--- config.mk ---
export PLATFORM = sky130hd
export DESIGN_NAME = fbcde_ctrl
export DESIGN_NICKNAME = d
export VERILOG_FILES = /design/src/design/fbcde_pkg.sv /design/src/design/fbcde_ctrl.sv
export SDC_FILE = /design/constraint.sdc
export NUM_CORES = 1
export LEC_CHECK = 0
export ABC_AREA = 1
export BUFFER_PORTS_ARGS = -buffer_cell sky130_fd_sc_hd__buf_2
export CAP_MARGIN = 10
export CORE_MARGIN = 8
export CORE_UTILIZATION = 52
export DETAILED_ROUTE_END_ITERATION = 12
export PLACE_DENSITY_LB_ADDON = 0.2
export SETUP_SLACK_MARGIN = 0.15
export SLEW_MARGIN = 10
export SYNTH_ARGS = -nofsm -noshare
export SYNTH_HDL_FRONTEND = slang
export SYNTH_SLANG_ARGS = --single-unit
--- constraint.sdc ---
create_clock -name clk -period 1.8 [get_ports clk]
set_input_delay 0.09 -clock clk [delete_from_list [all_inputs] [get_ports clk]]
set_output_delay 0.09 -clock clk [all_outputs]
set_load 0.02 [all_outputs]
--- src/design/fbcde_pkg.sv ---
// shared types and constants for the block chain directory engine
// no dependencies
package fbcde_pkg;

    localparam int KIND_W = 3;
    localparam int NAME_W = 64;
    localparam int SIZE_W = 21;
    localparam int LINK_W = 12;
    localparam int CFG_W  = 11;
    localparam int STAT_W = 2;

    localparam logic [LINK_W-1:0] LINK_END  = 12'hFFF;
    localparam logic [LINK_W-1:0] LINK_FREE = 12'hFFE;
    localparam logic [CFG_W-1:0]  SEARCH_RESET = 11'd10;

    localparam logic [KIND_W-1:0] KIND_FORMAT = 3'd0;
    localparam logic [KIND_W-1:0] KIND_CREATE = 3'd1;
    localparam logic [KIND_W-1:0] KIND_WRITE  = 3'd2;
    localparam logic [KIND_W-1:0] KIND_READ   = 3'd3;
    localparam logic [KIND_W-1:0] KIND_REMOVE = 3'd4;

    localparam logic [STAT_W-1:0] ST_OK        = 2'd0;
    localparam logic [STAT_W-1:0] ST_DIR_FULL  = 2'd1;
    localparam logic [STAT_W-1:0] ST_NOT_FOUND = 2'd2;
    localparam logic [STAT_W-1:0] ST_DISK_FULL = 2'd3;

    typedef enum logic [4:0] {
        DP_IDLE,
        DP_LOAD,
        DP_CLR_INIT,
        DP_CLR,
        DP_SETUP,
        DP_SRCH_INIT,
        DP_SRCH_RD,
        DP_SRCH_NEXT,
        DP_CREATE,
        DP_WR_LINK,
        DP_WR_END,
        DP_WR_ADD,
        DP_WALK_RD,
        DP_RD_STEP,
        DP_RM_STEP,
        DP_RM_DONE,
        DP_RESULT
    } dp_op_t;

    typedef struct packed {
        dp_op_t            op;
        logic              found;
        logic [STAT_W-1:0] res_status;
        logic              res_bytes;
    } cmd_t;

    typedef struct packed {
        logic [KIND_W-1:0] kind;
        logic              found;
        logic              count_zero;
        logic              cur_ok;
        logic              scan_ok;
        logic              rd_free;
        logic              wr_more;
        logic              rd_more;
        logic              steps_ok;
        logic              clr_last;
        logic              out_free;
    } stat_t;

endpackage

--- src/design/fbcde_ctrl.sv ---
// controller state machine sequencing clear, search, chain write, walk and free
// depends on fbcde_pkg
module fbcde_ctrl
    import fbcde_pkg::*;
(
    input  logic  clk,
    input  logic  rst_n,
    input  logic  in_valid,
    output logic  in_ready,
    input  stat_t st,
    output cmd_t  cmd
);

    typedef enum logic [4:0] {
        S_CLR_INIT,
        S_CLR,
        S_IDLE,
        S_DECODE,
        S_ROUTE,
        S_SRCH_INIT,
        S_SRCH_RD,
        S_SRCH_CHK,
        S_WR_END,
        S_WR_ADD,
        S_WR_CHK,
        S_RD_ISSUE,
        S_RD_CHK,
        S_RM_ISSUE,
        S_RM_CHK,
        S_RM_DONE,
        S_RESULT
    } state_t;

    state_t            state_reg, state_next;
    logic              fmt_reg, fmt_next;
    logic [STAT_W-1:0] res_status_reg, res_status_next;
    logic              res_bytes_reg, res_bytes_next;

    always_comb
    begin
        state_next      = state_reg;
        fmt_next        = fmt_reg;
        res_status_next = res_status_reg;
        res_bytes_next  = res_bytes_reg;
        cmd.op          = DP_IDLE;
        cmd.found       = 1'b0;
        cmd.res_status  = res_status_reg;
        cmd.res_bytes   = res_bytes_reg;
        in_ready        = 1'b0;
        unique case (state_reg)
            S_CLR_INIT:
            begin
                cmd.op     = DP_CLR_INIT;
                state_next = S_CLR;
            end
            S_CLR:
            begin
                cmd.op = DP_CLR;
                if (st.clr_last)
                begin
                    fmt_next        = 1'b0;
                    res_status_next = ST_OK;
                    res_bytes_next  = 1'b0;
                    state_next      = fmt_reg ? S_RESULT : S_IDLE;
                end
            end
            S_IDLE:
            begin
                in_ready = 1'b1;
                if (in_valid)
                begin
                    cmd.op     = DP_LOAD;
                    state_next = S_DECODE;
                end
            end
            S_DECODE:
            begin
                res_status_next = ST_OK;
                res_bytes_next  = 1'b0;
                priority if (st.kind == KIND_FORMAT)
                begin
                    fmt_next   = 1'b1;
                    state_next = S_CLR_INIT;
                end
                else if (st.kind == KIND_CREATE || st.kind == KIND_WRITE ||
                         st.kind == KIND_READ || st.kind == KIND_REMOVE)
                begin
                    cmd.op     = DP_SETUP;
                    state_next = S_ROUTE;
                end
                else
                begin
                    state_next = S_RESULT;
                end
            end
            S_ROUTE:
            begin
                priority if (st.kind == KIND_CREATE)
                begin
                    if (st.found)
                    begin
                        state_next = S_SRCH_INIT;
                    end
                    else
                    begin
                        res_status_next = ST_DIR_FULL;
                        state_next      = S_RESULT;
                    end
                end
                else if (!st.found)
                begin
                    res_status_next = ST_NOT_FOUND;
                    state_next      = S_RESULT;
                end
                else if (st.kind == KIND_WRITE)
                begin
                    priority if (st.count_zero)
                    begin
                        state_next = S_RESULT;
                    end
                    else if (!st.cur_ok)
                    begin
                        res_status_next = ST_DISK_FULL;
                        state_next      = S_RESULT;
                    end
                    else
                    begin
                        state_next = S_WR_ADD;
                    end
                end
                else if (st.kind == KIND_READ)
                begin
                    state_next = S_RD_ISSUE;
                end
                else
                begin
                    state_next = S_RM_ISSUE;
                end
            end
            S_SRCH_INIT:
            begin
                cmd.op     = DP_SRCH_INIT;
                state_next = S_SRCH_RD;
            end
            S_SRCH_RD:
            begin
                if (st.scan_ok)
                begin
                    cmd.op     = DP_SRCH_RD;
                    state_next = S_SRCH_CHK;
                end
                else if (st.kind == KIND_CREATE)
                begin
                    cmd.op     = DP_CREATE;
                    state_next = S_RESULT;
                end
                else
                begin
                    res_status_next = ST_DISK_FULL;
                    state_next      = S_RESULT;
                end
            end
            S_SRCH_CHK:
            begin
                priority if (!st.rd_free)
                begin
                    cmd.op     = DP_SRCH_NEXT;
                    state_next = S_SRCH_RD;
                end
                else if (st.kind == KIND_CREATE)
                begin
                    cmd.op     = DP_CREATE;
                    cmd.found  = 1'b1;
                    state_next = S_RESULT;
                end
                else
                begin
                    cmd.op     = DP_WR_LINK;
                    state_next = S_WR_END;
                end
            end
            S_WR_END:
            begin
                cmd.op     = DP_WR_END;
                state_next = S_WR_ADD;
            end
            S_WR_ADD:
            begin
                cmd.op     = DP_WR_ADD;
                state_next = S_WR_CHK;
            end
            S_WR_CHK:
            begin
                state_next = st.wr_more ? S_SRCH_INIT : S_RESULT;
            end
            S_RD_ISSUE:
            begin
                if (st.cur_ok && st.rd_more && st.steps_ok)
                begin
                    cmd.op     = DP_WALK_RD;
                    state_next = S_RD_CHK;
                end
                else
                begin
                    res_bytes_next = 1'b1;
                    state_next     = S_RESULT;
                end
            end
            S_RD_CHK:
            begin
                if (st.rd_free)
                begin
                    res_bytes_next = 1'b1;
                    state_next     = S_RESULT;
                end
                else
                begin
                    cmd.op     = DP_RD_STEP;
                    state_next = S_RD_ISSUE;
                end
            end
            S_RM_ISSUE:
            begin
                if (st.cur_ok && st.steps_ok)
                begin
                    cmd.op     = DP_WALK_RD;
                    state_next = S_RM_CHK;
                end
                else
                begin
                    state_next = S_RM_DONE;
                end
            end
            S_RM_CHK:
            begin
                if (st.rd_free)
                begin
                    state_next = S_RM_DONE;
                end
                else
                begin
                    cmd.op     = DP_RM_STEP;
                    state_next = S_RM_ISSUE;
                end
            end
            S_RM_DONE:
            begin
                cmd.op     = DP_RM_DONE;
                state_next = S_RESULT;
            end
            S_RESULT:
            begin
                if (st.out_free)
                begin
                    cmd.op     = DP_RESULT;
                    state_next = S_IDLE;
                end
            end
            default:
            begin
                state_next = S_IDLE;
            end
        endcase
    end

    always_ff @(posedge clk or negedge rst_n)
    begin
        if (!rst_n)
        begin
            state_reg      <= S_CLR_INIT;
            fmt_reg        <= 1'b0;
            res_status_reg <= ST_OK;
            res_bytes_reg  <= 1'b0;
        end
        else
        begin
            state_reg      <= state_next;
            fmt_reg        <= fmt_next;
            res_status_reg <= res_status_next;
            res_bytes_reg  <= res_bytes_next;
        end
    end

endmodule
==> run summary <==
site row count: 16
post-detailed-route count of antenna-violating nets: 0
top cells by area, synth: dfrtp_1 22%, nand2_1 22%, nor2_1 14%
startpoint types: register
vias in the first global route: 1438
DRT iter0 DRCs: 129
Post-Route WL: 4.25 mm
Cell Area, Placed: 1190 µm²
Yosys top cell by area: dfrtp_1
layout cell share with drive strength beyond 1: 39.3%
max FFs per register: 5
Syn Inst Count: 193
Area Overhead vs Synth: 53.6%
initial antenna violation count: 0
Max clock buf depth: 2
Overflow after GRT: 0
Max FO, Critical Path: 6
Net Count, Synth: 209
sequential area share after synthesis: 21.7%
hold slack: 0.0678 ns
CTS tree: done
Max Cap Viol: 0
FF+latch count, synth: 9
most frequent cells in the layout: 49 x nand2_1, 26 x nor2_1, 24 x inv_1, 21 x buf_2, 18 x buf_4
Via Count: 1539
Fin. Hold Viols: 0
Max Clock Skew: 0.000623 ns
Avg Inst Size Synth: 5.37 µm²
commonest non-fill, non-tap cell in the layout: nand2_1
mapped cell area: 1040 µm²
Die Ht: 60.7 µm
Ant. Diodes: 0
Detailed Place HPWL: 2.69 mm
DR DRC count: 0
largest net degree at the start of global routing: 10
worst min path class: in -> reg
H-tree Lvls: 1
First-pass DRT Iterations: 7
final setup fails: 0
Synth warnings: 0
Sink Count: 9
Placeable Area: 1920 µm²
crit end category: output port
Slew HR: 78.1%
Arr. time, crit path: 1.64 ns
Lkg Pwr: 0.905 nW
period utilisation layout: 96.3%
final net count: 256
final instance area: 1590 µm²
RSZ-0062 raised after global routing: yes
Pwr Density: 1470 nW/µm²
Die ar.: 3680 µm²
Tightest Pin Transition: 0.328 ns
Worst-path clk slew: 0.06 ns
fin crit period: 1.73 ns
total global-route track usage: 22.0%
Placer Congestion: 1.03
VDD IR max: 0.00128 V
die width: 60.7 µm
via/cell ratio: 5.79
I/O Buffers: 25
CP Class: reg -> out
total CTS buffers: 3
first-pass GRT wire length: 6.18 mm
library cells used by synthesis: 20
Worst-Skew Late Latency: 0.26 ns
I/O Pins: 26
worst stage delay on the critical path: 0.50 ns
Slowest cell on crit path: dfrtp_2
CP required: 1.71 ns
post-synth top area share: 21.7%
outcome: complete, no violations
Fmax achieved: 577 MHz
Root Driver: clkbuf_4
post-DR wirelength/cell: 16.0 µm
worst path cell trace: buf_4 -> nor2_2 -> nand3_1 -> nor2_1 -> buf_2
Final Max Tran Viols: 0
Starting Density: 54.0%
-- layout make-up --
cell class	count	area, µm²
sequential	9	231
fill	120	329
tap	27	33.8
inverter	32	125
multi-input combinational	150	881
timing repair buffer	44	295
clock buffer	4	26.3
-- cell usage after synthesis --
library cell  instances
o31ai_1               1
nor3b_1               1
nand3_2               4
nand3_1              14
o21ai_1               2
a31oi_1               1
inv_1                30
a21oi_1               6
o21ai_0               6
nor2_1               38
nor3_1                4
nand3b_1              3
nand2_1              60
inv_2                 2
nand4_1               6
buf_4                 1
nor2_2                3
buf_2                 1
dfrtp_1               9
nor2_4                1
-- through the flow --
step / worst slack (ns) / instances / setup TNS [ns] / total power (W) / utilization (%)
final: 0.0666 / 266 / 0 / 0.00234 / 82.9
after floorplan: 0.449 / 193 / 0 / 0.00118 / -
after CTS: 0.119 / 263 / 0 / 0.00209 / 77.8
after global routing: -0.0235 / 266 / -0.0260 / 0.00246 / 82.9
after global placement: 0.102 / 244 / 0 / 0.00148 / 62.0
after detailed placement: 0.183 / 244 / 0 / 0.00149 / 62.0
-- final timing paths --
check                                                    from                            end  slack [ns]  cells after the start
min in group asynchronous                               rst_n      res_bytes_reg$_DFFE_PN0P_        0.22                      2
worst max register to register       state_reg[1]$_DFFE_PN0P_  res_status_reg[1]$_DFFE_PN0P_        0.14                      8
worst min register to register  res_status_reg[0]$_DFFE_PN0P_  res_status_reg[0]$_DFFE_PN0P_        0.48                      2
worst max-delay path                 state_reg[1]$_DFFE_PN0P_                         cmd[8]        0.07                      5
worst min-delay path                                   st[12]            fmt_reg$_DFFE_PN0P_        0.07                      2
max in group asynchronous                               rst_n       state_reg[0]$_DFFE_PN0P_        1.39                      2
-- cells by family after synthesis --
group                  share of synthesized area [%]
and+or+nand+nor                                 57.4
buffers and inverters                           12.8
DFF                                             21.7
AOI/OAI and AO/OA                               8.08
-- where the power goes --
group	switching [W]	leakage (nW)	internal, W
registers	0.000157	0.110	0.000293
clock network	0.0000722	0.0150	0.0000856
logic	0.00105	0.780	0.000677
-- layer usage --
layer	up-vias	wire length, µm	GRT usage [%]
met4	0	221	12.3
met3	24	373	4.66
li1	702	-	-
met1	686	1570	24.6
met5	-	0	0
met2	127	2090	37.6
-- timing repair --
| action | 4_1_cts | 5_1_grt |
|---|---|---|
| hold buffers | 1 | 0 |
| endpoints found under the hold margin | 9 | 0 |
| gates resized for setup | 50 | 20 |
| endpoints found under the setup margin | 4 | 10 |
| buffers inserted | 14 | 3 |
| pin swaps | 11 | 8 |
-- critical path, delay by kind of cell, from the launching register on --
kind	cells	cell delay, ns
buffers and inverters	2	0.35
flip-flops	1	0.50
AND/OR/NAND/NOR	3	0.53
(Power assumes the default switching activity.)
